[src/sv/i2cee_pkg.sv]
package i2cee_pkg;

    localparam int DEV_ADDR_W = 7;
    localparam int BYTE_W     = 8;
    localparam int ERR_W      = 3;

    // Read/write bit appended to the device address
    localparam logic RW_WRITE = 1'b0;
    localparam logic RW_READ  = 1'b1;

    // Nine clocked bits per byte: eight data bits and the acknowledge
    localparam logic [3:0] BITS_PER_BYTE = 4'd8;
    localparam logic [3:0] BITS_WITH_ACK = 4'd9;

    typedef enum logic [1:0] {
        OP_TICK       = 2'd0,
        OP_BEGIN_WR   = 2'd1,
        OP_BEGIN_RD   = 2'd2,
        OP_WRITE_BYTE = 2'd3
    } t_op;

    typedef enum logic [ERR_W-1:0] {
        ERR_OK         = 3'd0,
        ERR_DEV_NACK   = 3'd1,
        ERR_ADDR_NACK  = 3'd2,
        ERR_DATA_NACK  = 3'd3,
        ERR_RADDR_NACK = 3'd4
    } t_err;

    typedef enum logic [3:0] {
        PH_IDLE      = 4'd0,
        PH_START     = 4'd1,
        PH_SEND_DEV  = 4'd2,
        PH_SEND_ADDR = 4'd3,
        PH_WAIT_DATA = 4'd4,
        PH_SEND_DATA = 4'd5,
        PH_RESTART   = 4'd6,
        PH_SEND_RDEV = 4'd7,
        PH_RECV      = 4'd8,
        PH_STOP      = 4'd9
    } t_phase;

    typedef struct packed {
        logic [1:0]        operation;
        logic [BYTE_W-1:0] word_address;
        logic [BYTE_W-1:0] transfer_length;
        logic [BYTE_W-1:0] data_byte;
        logic              sda_in;
    } t_in_item;

    typedef struct packed {
        logic              scl_level;
        logic              sda_level;
        logic              sda_driving;
        logic [BYTE_W-1:0] read_data;
        logic              read_valid;
        logic              data_request;
        logic              busy_res;
        logic              done_res;
        logic [ERR_W-1:0]  error_code;
    } t_out_item;

endpackage

[src/sv/i2cee_in_if.sv]
interface i2cee_in_if;
    import i2cee_pkg::*;

    logic     valid;
    logic     ready;
    t_in_item data;

    modport source (output valid, output data, input ready);
    modport sink   (input valid, input data, output ready);
endinterface

[src/sv/i2cee_out_if.sv]
interface i2cee_out_if;
    import i2cee_pkg::*;

    logic      valid;
    logic      ready;
    t_out_item data;

    modport source (output valid, output data, input ready);
    modport sink   (input valid, input data, output ready);
endinterface

[src/sv/i2c_eeprom_transaction_master.sv]
// I2C master for one serial EEPROM transaction: a page write, or a random or
// sequential read.
// Input channel i_in: each beat is a command. A begin-write or begin-read beat
// latches word address and byte count; a tick beat is one half-bit time and
// carries the sampled SDA level; a write-byte beat supplies the next data byte
// while data_request is high. Beats that do not fit the current phase change
// nothing but still yield a result beat.
// Output channel o_out: exactly one result beat per input beat, carrying the
// SCL/SDA levels to drive, read data, request, busy, done and error status.
// The result of a beat is registered and valid in the cycle after it is accepted.
// Throughput: one beat per cycle while o_out does not stall; the whole step
// is one pass of the phase logic into the result register.
// i_cfg_we/i_cfg_data load the seven-bit device address; write it only while
// no transaction runs.
// Reset (synchronous, active low): idle phase, SCL high, SDA released, device
// address 80, result register empty.
// When o_out stalls, the result register holds its beat and i_in is taken
// only in the cycle the held beat leaves, so no beat is lost or repeated.
module i2c_eeprom_transaction_master (
    input  logic                                i_clk,
    input  logic                                i_rst_n,
    i2cee_in_if.sink                            i_in,
    i2cee_out_if.source                         o_out,
    input  logic                                i_cfg_we,
    input  logic [i2cee_pkg::DEV_ADDR_W-1:0]    i_cfg_data
);
    import i2cee_pkg::*;

    t_phase                r_phase,    n_phase;
    logic                  r_half,     n_half;
    logic [3:0]            r_bitcnt,   n_bitcnt;
    logic [BYTE_W-1:0]     r_shift,    n_shift;
    logic [BYTE_W-1:0]     r_remain,   n_remain;
    logic                  r_read_dir, n_read_dir;
    logic [BYTE_W-1:0]     r_addr,     n_addr;
    logic [ERR_W-1:0]      r_abort,    n_abort;
    logic                  r_scl,      n_scl;
    logic                  r_sda,      n_sda;
    logic                  r_drive,    n_drive;
    logic [DEV_ADDR_W-1:0] r_dev_addr;
    logic                  r_out_valid;
    t_out_item             r_out,      n_out;

    logic                  in_fire;
    logic                  tick;
    logic [1:0]            op;
    logic [BYTE_W-1:0]     remain_dec;
    logic [BYTE_W-1:0]     shift_in;

    assign i_in.ready  = !r_out_valid || o_out.ready;
    assign in_fire     = i_in.valid && i_in.ready;
    assign op          = i_in.data.operation;
    assign tick        = (op == OP_TICK);
    assign remain_dec  = r_remain - BYTE_W'(1);
    assign shift_in    = {r_shift[BYTE_W-2:0], i_in.data.sda_in};

    // Next state of the bus sequencer
    always_comb begin
        n_phase    = r_phase;
        n_half     = r_half;
        n_bitcnt   = r_bitcnt;
        n_shift    = r_shift;
        n_remain   = r_remain;
        n_read_dir = r_read_dir;
        n_addr     = r_addr;
        n_abort    = r_abort;
        n_scl      = r_scl;
        n_sda      = r_sda;
        n_drive    = r_drive;
        case (r_phase)
            PH_IDLE: begin
                if (op == OP_BEGIN_WR || op == OP_BEGIN_RD) begin
                    n_read_dir = (op == OP_BEGIN_RD);
                    n_addr     = i_in.data.word_address;
                    n_remain   = i_in.data.transfer_length;
                    n_abort    = ERR_OK;
                    n_half     = 1'b0;
                    n_bitcnt   = '0;
                    n_scl      = 1'b1;
                    n_sda      = 1'b1;
                    n_drive    = 1'b1;
                    n_phase    = PH_START;
                end
            end
            PH_START: begin
                if (tick) begin
                    n_sda    = 1'b0;
                    n_shift  = {r_dev_addr, RW_WRITE};
                    n_phase  = PH_SEND_DEV;
                    n_bitcnt = '0;
                    n_half   = 1'b0;
                end
            end
            PH_RESTART: begin
                if (tick) begin
                    if (!r_half) begin
                        n_scl  = 1'b1;
                        n_half = 1'b1;
                    end else begin
                        n_sda    = 1'b0;
                        n_shift  = {r_dev_addr, RW_READ};
                        n_phase  = PH_SEND_RDEV;
                        n_bitcnt = '0;
                        n_half   = 1'b0;
                    end
                end
            end
            PH_SEND_DEV, PH_SEND_ADDR, PH_SEND_DATA, PH_SEND_RDEV: begin
                if (tick) begin
                    if (r_bitcnt >= BITS_WITH_ACK) begin
                        n_half   = 1'b0;
                        n_bitcnt = '0;
                        n_scl    = 1'b0;
                        if (i_in.data.sda_in) begin
                            // no acknowledge: abort through STOP
                            case (r_phase)
                                PH_SEND_DEV:  n_abort = ERR_DEV_NACK;
                                PH_SEND_ADDR: n_abort = ERR_ADDR_NACK;
                                PH_SEND_DATA: n_abort = ERR_DATA_NACK;
                                default:      n_abort = ERR_RADDR_NACK;
                            endcase
                            n_phase = PH_STOP;
                            n_sda   = 1'b0;
                            n_drive = 1'b1;
                        end else begin
                            case (r_phase)
                                PH_SEND_DEV: begin
                                    n_shift = r_addr;
                                    n_phase = PH_SEND_ADDR;
                                    n_sda   = r_addr[BYTE_W-1];
                                    n_drive = 1'b1;
                                    n_half  = 1'b1;
                                end
                                PH_SEND_ADDR: begin
                                    if (r_read_dir) begin
                                        n_phase = PH_RESTART;
                                        n_sda   = 1'b1;
                                        n_drive = 1'b1;
                                    end else begin
                                        n_phase = (r_remain != '0) ? PH_WAIT_DATA : PH_STOP;
                                        n_sda   = 1'b0;
                                        n_drive = 1'b1;
                                    end
                                end
                                PH_SEND_DATA: begin
                                    n_remain = remain_dec;
                                    n_phase  = (remain_dec != '0) ? PH_WAIT_DATA : PH_STOP;
                                    n_sda    = 1'b0;
                                    n_drive  = 1'b1;
                                end
                                default: begin
                                    if (r_remain != '0) begin
                                        n_phase = PH_RECV;
                                        n_half  = 1'b1;
                                        n_sda   = 1'b1;
                                        n_drive = 1'b0;
                                    end else begin
                                        n_phase = PH_STOP;
                                        n_sda   = 1'b0;
                                        n_drive = 1'b1;
                                    end
                                end
                            endcase
                        end
                    end else if (!r_half) begin
                        // SCL low half: present the next bit or release for ACK
                        n_scl  = 1'b0;
                        n_half = 1'b1;
                        if (r_bitcnt < BITS_PER_BYTE) begin
                            n_sda   = r_shift[~r_bitcnt[2:0]];
                            n_drive = 1'b1;
                        end else begin
                            n_sda   = 1'b1;
                            n_drive = 1'b0;
                        end
                    end else begin
                        n_scl    = 1'b1;
                        n_half   = 1'b0;
                        n_bitcnt = r_bitcnt + 4'd1;
                    end
                end
            end
            PH_WAIT_DATA: begin
                if (op == OP_WRITE_BYTE) begin
                    n_shift  = i_in.data.data_byte;
                    n_phase  = PH_SEND_DATA;
                    n_bitcnt = '0;
                    n_scl    = 1'b0;
                    n_sda    = i_in.data.data_byte[BYTE_W-1];
                    n_drive  = 1'b1;
                    n_half   = 1'b1;
                end
            end
            PH_RECV: begin
                if (tick) begin
                    if (r_bitcnt >= BITS_WITH_ACK) begin
                        n_remain = remain_dec;
                        n_bitcnt = '0;
                        n_scl    = 1'b0;
                        if (remain_dec != '0) begin
                            n_half  = 1'b1;
                            n_sda   = 1'b1;
                            n_drive = 1'b0;
                        end else begin
                            n_phase = PH_STOP;
                            n_half  = 1'b0;
                            n_sda   = 1'b0;
                            n_drive = 1'b1;
                        end
                    end else if (!r_half) begin
                        if (r_bitcnt >= 4'd1) begin
                            n_shift = shift_in;
                        end
                        n_scl  = 1'b0;
                        n_half = 1'b1;
                        if (r_bitcnt >= BITS_PER_BYTE) begin
                            // ACK all but the last byte
                            n_drive = 1'b1;
                            n_sda   = (r_remain <= BYTE_W'(1));
                        end else begin
                            n_drive = 1'b0;
                            n_sda   = 1'b1;
                        end
                    end else begin
                        n_scl    = 1'b1;
                        n_half   = 1'b0;
                        n_bitcnt = r_bitcnt + 4'd1;
                    end
                end
            end
            PH_STOP: begin
                if (tick) begin
                    if (!r_half) begin
                        n_scl  = 1'b1;
                        n_half = 1'b1;
                    end else begin
                        n_sda    = 1'b1;
                        n_drive  = 1'b0;
                        n_phase  = PH_IDLE;
                        n_half   = 1'b0;
                        n_bitcnt = '0;
                    end
                end
            end
            default: begin
                n_phase    = PH_IDLE;
                n_half     = 1'b0;
                n_bitcnt   = '0;
                n_shift    = '0;
                n_remain   = '0;
                n_read_dir = 1'b0;
                n_addr     = '0;
                n_abort    = ERR_OK;
                n_scl      = 1'b1;
                n_sda      = 1'b1;
                n_drive    = 1'b0;
            end
        endcase
    end

    // Result beat for the current step
    always_comb begin
        n_out              = '0;
        n_out.scl_level    = n_scl;
        n_out.sda_level    = n_sda;
        n_out.sda_driving  = n_drive;
        n_out.data_request = (n_phase == PH_WAIT_DATA);
        n_out.busy_res     = (n_phase != PH_IDLE);
        case (r_phase)
            PH_RECV: begin
                if (tick && r_bitcnt < BITS_WITH_ACK && !r_half
                        && r_bitcnt >= BITS_PER_BYTE) begin
                    n_out.read_valid = 1'b1;
                    n_out.read_data  = n_shift;
                end
            end
            PH_STOP: begin
                if (tick && r_half) begin
                    n_out.done_res   = 1'b1;
                    n_out.error_code = r_abort;
                end
            end
            default: begin
                n_out.read_valid = 1'b0;
            end
        endcase
    end

    always_ff @(posedge i_clk) begin
        if (!i_rst_n) begin
            r_phase    <= PH_IDLE;
            r_half     <= 1'b0;
            r_bitcnt   <= '0;
            r_shift    <= '0;
            r_remain   <= '0;
            r_read_dir <= 1'b0;
            r_addr     <= '0;
            r_abort    <= ERR_OK;
            r_scl      <= 1'b1;
            r_sda      <= 1'b1;
            r_drive    <= 1'b0;
        end else if (in_fire) begin
            r_phase    <= n_phase;
            r_half     <= n_half;
            r_bitcnt   <= n_bitcnt;
            r_shift    <= n_shift;
            r_remain   <= n_remain;
            r_read_dir <= n_read_dir;
            r_addr     <= n_addr;
            r_abort    <= n_abort;
            r_scl      <= n_scl;
            r_sda      <= n_sda;
            r_drive    <= n_drive;
        end
    end

    always_ff @(posedge i_clk) begin
        if (!i_rst_n) begin
            r_dev_addr <= DEV_ADDR_W'(80);
        end else if (i_cfg_we) begin
            r_dev_addr <= i_cfg_data;
        end
    end

    // Output register: load on an accepted beat, drop once taken
    always_ff @(posedge i_clk) begin
        if (!i_rst_n) begin
            r_out_valid <= 1'b0;
        end else if (in_fire) begin
            r_out_valid <= 1'b1;
        end else if (o_out.ready) begin
            r_out_valid <= 1'b0;
        end
    end

    always_ff @(posedge i_clk) begin
        if (in_fire) begin
            r_out <= n_out;
        end
    end

    assign o_out.valid = r_out_valid;
    assign o_out.data  = r_out;

    a_bitcnt_range: assert property (@(posedge i_clk) disable iff (!i_rst_n)
        r_bitcnt <= BITS_WITH_ACK)
        else $error("bit counter beyond acknowledge bit");

    a_idle_bus: assert property (@(posedge i_clk) disable iff (!i_rst_n)
        r_phase == PH_IDLE |-> r_scl && r_sda && !r_drive)
        else $error("bus not released while idle");

    a_wait_lines: assert property (@(posedge i_clk) disable iff (!i_rst_n)
        r_phase == PH_WAIT_DATA |-> !r_scl && !r_sda && r_drive)
        else $error("bus not held low while waiting for data");

    a_rvalid_phase: assert property (@(posedge i_clk) disable iff (!i_rst_n)
        o_out.valid && o_out.data.read_valid |-> r_phase == PH_RECV)
        else $error("read byte reported outside receive phase");

    a_stall_hold: assert property (@(posedge i_clk) disable iff (!i_rst_n)
        !i_in.ready |=> $stable(r_phase) && $stable(r_bitcnt))
        else $error("sequencer advanced while input stalled");

endmodule
[src/flat_wrapper.sv]
// flat-port wrapper written by rule: the top's interface ports become plain ports
module i2c_eeprom_transaction_master_flat import i2cee_pkg::*;
  (i_clk, i_rst_n, i_cfg_we, i_cfg_data, i_in_valid, i_in_data, i_in_ready, o_out_valid, o_out_data, o_out_ready);
  i2cee_in_if i_in_i ();
  i2cee_out_if o_out_i ();
  input  logic i_clk;
  input  logic i_rst_n;
  input  logic i_cfg_we;
  input  logic [i2cee_pkg::DEV_ADDR_W-1:0] i_cfg_data;
  input wire logic [$bits(i_in_i.valid)-1:0] i_in_valid;
  input wire logic [$bits(i_in_i.data)-1:0] i_in_data;
  output wire logic [$bits(i_in_i.ready)-1:0] i_in_ready;
  output wire logic [$bits(o_out_i.valid)-1:0] o_out_valid;
  output wire logic [$bits(o_out_i.data)-1:0] o_out_data;
  input wire logic [$bits(o_out_i.ready)-1:0] o_out_ready;
  assign i_in_i.valid = i_in_valid;
  assign i_in_i.data = i_in_data;
  assign i_in_ready = i_in_i.ready;
  assign o_out_valid = o_out_i.valid;
  assign o_out_data = o_out_i.data;
  assign o_out_i.ready = o_out_ready;
  i2c_eeprom_transaction_master u_core (.i_clk(i_clk), .i_rst_n(i_rst_n), .i_in(i_in_i), .o_out(o_out_i), .i_cfg_we(i_cfg_we), .i_cfg_data(i_cfg_data));
endmodule
[config.mk]
export PLATFORM = sky130hd
export DESIGN_NAME = i2c_eeprom_transaction_master_flat
export DESIGN_NICKNAME = d
export VERILOG_FILES = /design/src/sv/i2cee_pkg.sv /design/src/sv/i2cee_in_if.sv /design/src/sv/i2cee_out_if.sv /design/src/sv/i2c_eeprom_transaction_master.sv /design/src/flat_wrapper.sv
export SDC_FILE = /design/constraint.sdc
export NUM_CORES = 1
export LEC_CHECK = 0
export BUFFER_PORTS_ARGS = -buffer_cell sky130_fd_sc_hd__buf_2
export CAP_MARGIN = 20
export CORE_ASPECT_RATIO = 0.6
export CORE_UTILIZATION = 55
export CTS_CLUSTER_SIZE = 20
export DETAILED_ROUTE_END_ITERATION = 12
export GPL_TIMING_DRIVEN = 0
export PLACE_DENSITY = 0.81
export SETUP_SLACK_MARGIN = 0.5
export SLEW_MARGIN = 0
export SYNTH_ARGS = -nofsm -noshare
export SYNTH_HDL_FRONTEND = slang
export SYNTH_SLANG_ARGS = --single-unit
[constraint.sdc]
create_clock -name i_clk -period 6.9 [get_ports i_clk]
set_input_delay 0 -clock i_clk [delete_from_list [all_inputs] [get_ports i_clk]]
set_output_delay 0 -clock i_clk [all_outputs]
set_load 0.02 [all_outputs]
### Word-level counts from Yosys, hierarchy flattened

Cells that the tools add are included.

| word-level totals | value |
|---|---|
| input bits | 39 |
| logic and storage cells | 217 |
| register bits | 66 |

| operators by class | value |
|---|---|
| reductions and logical operators | 32 |
| multiplexer cells | 123 |
| bitwise logic cells | 4 |
| eq/ne operators | 27 |
| $add $sub $neg | 2 |
| order comparisons | 7 |

Operators with widths:

| cell | count |
|---|---|
| 8-bit 2-to-1 mux | 20 |
| 4-bit 2-to-1 mux | 25 |
| 1-bit 2-to-1 mux | 58 |
| 8-bit case mux with 6 select lines | 1 |
| 8-bit case mux with 4 select lines | 1 |
| 4-bit case mux with 7 select lines | 1 |
| 2-bit by 1-bit inequality test with 1-bit output, second input constant | 11 |
| 4-bit by 3-bit equality test with 1-bit output, second input constant | 5 |
| 4-bit case mux with 5 select lines | 1 |
| 3-bit case mux with 3 select lines | 2 |
| 8-bit case mux with 2 select lines | 1 |
| 8-bit nonzero test | 2 |
| 3-bit 2-to-1 mux | 4 |
| 1-bit case mux with 6 select lines | 2 |
| 4-bit case mux with 3 select lines | 1 |
| 5-bit OR reduction | 2 |
| 9-bit AND reduction | 1 |
| 9-bit OR reduction | 1 |
| 4-bit by 2-bit equality test with 1-bit output, second input constant | 2 |
| 4-bit equality test, second input constant | 2 |
| 4-bit >= comparator, second input constant | 2 |
| 8-bit by 1-bit less-or-equal comparator with 1-bit output, second input constant | 1 |
| 4-bit < comparator, second input constant | 2 |
| 8-bit AND reduction | 1 |
| 30 further kinds | 46 |

### Depth between registers and ports, before layout

| depth | value |
|---|---|
| depth in word-level cells | 9 |
| gate-level depth with buffers | 9 |
| mapped depth without buffers | 8 |

### Worst setup path before layout

No wires, ideal clock.

| path | value |
|---|---|
| kind | register to register |
| start | register u_core.r_bitcnt[1] |
| end | register u_core.r_out (netlist bit u_core.o_out.data[7]), data pin |
| setup slack | 4702 ps |
| stages on the path, launching flop included | 9 |
| period minus slack after synthesis | 2198 ps |
| arrival | 1933 ps |
| path buffers | 0 |
| required time | 6635 ps |
| cells stage by stage | dfxtp_1 -> inv_1 -> ha_1 -> or3b_4 -> nand2_4 -> nand3_4 -> mux2_4 -> a221oi_2 -> nor2_1 |

| between the ends | value |
|---|---|
| cells in the longest elaborated chain, start to end | 6 |
| elaborated cells on any way between the ends | 15 |
| classes of those cells | order compare: 4; mux: 7; reduce/logical: 4 |

Ends and longest elaborated chain:

| what | RTL line | RTL |
|---|---|---|
| start: declaration | i2c_eeprom_transaction_master.sv:31 | `logic [3:0] r_bitcnt, n_bitcnt;` |
| start signal: assignment | i2c_eeprom_transaction_master.sv:305 | `r_bitcnt <= n_bitcnt;` |
| 4-bit by 1-bit >= comparator with 1-bit output | i2c_eeprom_transaction_master.sv:211 | `if (r_bitcnt >= 4'd1) begin` |
| 8-bit 2-to-1 mux | i2c_eeprom_transaction_master.sv:211 |  |
| 8-bit 2-to-1 mux | i2c_eeprom_transaction_master.sv:210 | `end else if (!r_half) begin` |
| 8-bit 2-to-1 mux | i2c_eeprom_transaction_master.sv:196 | `if (r_bitcnt >= BITS_WITH_ACK) begin` |
| 8-bit 2-to-1 mux | i2c_eeprom_transaction_master.sv:195 | `if (tick) begin` |
| 8-bit case mux with 6 select lines | i2c_eeprom_transaction_master.sv:70 | `case (r_phase)` |
| end signal: assignment | i2c_eeprom_transaction_master.sv:338 | `r_out <= n_out;` |
| end: declaration | i2c_eeprom_transaction_master.sv:42 | `t_out_item r_out, n_out;` |

Parallel ways exist; a longest one is shown, timed or not.
A chain may end at the register's enable or synchronous reset.

### Final worst setup path

| path | value |
|---|---|
| start | register u_core.r_bitcnt[1] |
| end | register u_core.r_out (netlist bit u_core.o_out.data[13]), data pin |

Same word-level chain as after synthesis.

==> flow_summary.ini <==
[clock_tree]
cts_max_path_buffers = 2
clockRootBuffer = clkbuf_16
worstSkewPairLatency_ns = 0.34
h-tree-depth = 3
clkTransAtPathRegs_ns = 0.06
cts_made_buffers = 9
ctsResizeCount = 0
cts_sinks = 66
cts_tree = done

[worst_setup_path]
cp_num_buf_inv = 2
slowest_stage = a222oi_1
arrival_ns = 3.07
cp-start-kind = register
cp-end-kind = register
critPathTopFamily = compound AO/OA/AOI/OAI gates
crit_path_max_incr_delay_ns = 0.58
r2r_slack_ns = 3.90
path_max_fanout = 7
path_class = register to register
required_ns = 6.97
path_cells = inv_1 > ha_1 > nor3b_2 > nor3_1 > and2_1 > clkbuf_1 > a222oi_1 > o221a_2 > nor2_1

[routing]
postRouteAntennaNets = 0
vias = 4591
drt-total-wl_um = 15070
wl_per_cell_um = 21.66
viasPerCell = 6.596
dr.pass1.iters = 6
post-route-drc-count = 0
drtIter0Drc = 583

[timing]
worst_pin_slew_ns = 0.7613
clock_skew_ns = 0.004222
setup_tns_ns = 0
rsz0062_at_grt = no
hold_viol_final = 0
post-route-min-period_ns = 3.002
max_freq_mhz = 333.1
max-slew-margin-rel_pct = 49.25
slew_violations = 0
setup_viol = 0
hold_ws_ns = 0.02201
finalCritPeriodShare_pct = 43.51

[placed_design]
dpl.hpwl_um = 10980
io_buffers = 55
place_congestion = 1.046

[finish]
final_common_cell = buf_2
layout_common_cells = buf_2, nand2_1, dfxtp_1
fillers = 606
syn_to_final_growth_pct = 20.09
fin_nets = 637
diodes = 0
drive_gt1_share_pct = 21.45

[logic_synthesis]
synth_xor_area_share_pct = 0.5966
synth_cells = 503
synth_compound_area_share_pct = 24.52
ys.flop_type = dfxtp_1
avgSynthCellArea_um2 = 8.756
synth_mux_area_share_pct = 6.278
ys_types = 81
ys_seq_area_share_pct = 34.09
synth_top_family_by_area = simple AND/OR/NAND/NOR gates
async_flop_share_pct = 0
syn_area_um2 = 4404
yosys_warnings = 0
synth_edf_count = 18
synth-simple-area-share_pct = 24.72
synth_fa_ha_area_share_pct = 2.841
yosys_register_bits = 66
syn-num-nets = 552

[floorplan]
die_area_um2 = 8381
die_height_um = 71.32
core_um2 = 7507
io_pins = 59
die_width_um = 117.5
start_util_pct = 58.67
placementRows = 24

[global_route]
grt-busiest-layer = met2
grt_pass1_wl_um = 23220
grt_pass1_vias = 4192
antenna_found_initial = 0
grt_overflow = 0
use_met2_pct = 52.27
grt_use_total_pct = 36.63
use_met3_pct = 13.93
grt_use_met1_pct = 51.00
grt_max_degree = 16

[power]
ir_drop_mv = 0.2123
pwr_density_cell_nw_per_um2 = 217.4
leakagePower_nw = 2.053

[status]
status = completed

[min_path]
hp-class = input pin to register

[job]
cap_violations = 0
repair_timing:
action | 4_1_cts | 5_1_grt
endpoints found under the hold margin | 18 | 0
buffers inserted | 0 | 0
hold buffers | 18 | 0
cells in the mapped netlist (all sizes together), types with 9 or more instances:
cell | n | area share, %
a21oi | 46 | 5.4
a31oi | 9 | 1.3
buf | 18 | 3.5
clkbuf | 20 | 1.7
dfxtp | 48 | 22
edfxtp | 18 | 12
ha | 10 | 2.8
inv | 20 | 1.7
mux2i | 19 | 4.3
nand2 | 49 | 4.3
nand2b | 14 | 2.2
nand3 | 19 | 2.4
nor2 | 36 | 3.1
nor3 | 12 | 1.7
o21ai | 30 | 3.5
worst paths after layout:
path	startpoint	end	depth (start not counted)
max	u_core.r_bitcnt[1]$_SDFFE_PN0P_	u_core.o_out.data[13]$_SDFFCE_PN0P_	9
min	o_out_ready	u_core.o_out.valid$_SDFFE_PN0P_	3
max reg2reg	u_core.r_bitcnt[1]$_SDFFE_PN0P_	u_core.o_out.data[13]$_SDFFCE_PN0P_	9
min reg2reg	u_core.r_addr[6]$_SDFFE_PN0P_	u_core.r_addr[6]$_SDFFE_PN0P_	2
metrics by stage:
step                util [%]  setup slack (ns)  power, mW  cells  area (um^2)
detailed placement     64.27             4.042     0.6937    663         4825
finish                 70.45             3.898      1.150    696         5289
floorplan                  -             4.702     0.6176    503         4404
global placement       64.07             4.135     0.6884    662         4810
CTS                    70.45             4.030      1.133    696         5289
global route           70.45             3.740      1.178    696         5289
cells by family (layout without fill, tap and decap cells):
| logic type | count (synthesis) | in the layout |
|---|---|---|
| flops | 66 | 66 |
| simple gates | 188 | 188 |
| fa+ha+maj | 10 | 10 |
| compound gates | 153 | 153 |
| mux | 24 | 24 |
| buf+inv | 59 | 148 |
| xor+xnor | 3 | 3 |
sequential cells by signal, summed over array words and instances (netlist names), 3 cells and up:
register and count:
u_core.o_out.data 18, u_core.r_addr 8, u_core.r_remain 8, u_core.r_shift 8, u_core.r_dev_addr 7, u_core.r_bitcnt 4, u_core.r_phase 4, u_core.r_abort 3
report_power, final:
part / switching, mW / total, mW / internal (mW) / leakage [nW]
sequential: 0.0229 / 0.445 / 0.422 / 0.568
combinational: 0.161 / 0.263 / 0.102 / 1.35
clock: 0.170 / 0.442 / 0.272 / 0.137
total: 0.354 / 1.15 / 0.796 / 2.05
per-layer routing:
| metal | part of all wire, % | vias up |
|---|---|---|
| met4 | 2.2 | 0 |
| met2 | 41 | 371 |
| li1 | - | 2041 |
| met1 | 42 | 2139 |
| met5 | 0 | - |
| met3 | 15 | 40 |
area by class of cell:
cell class	instances	area, um^2	share of cell area [%]
timing repair buffer	74	470.5	8.895
clock buffer	13	271.5	5.134
sequential	66	1501	28.39
inverter	21	78.83	1.490
tap	104	130.1	2.460
multi-input combinational	378	2596	49.09
clock inverter	2	12.51	0.2366
buffer	38	227.7	4.306
tightest hold or removal path, cell delays in order:
cell      delay (ns)
buf_2           0.07
nand2b_1        0.15
a21oi_1         0.08
No activity file was read; power rests on OpenSTA's default activity.
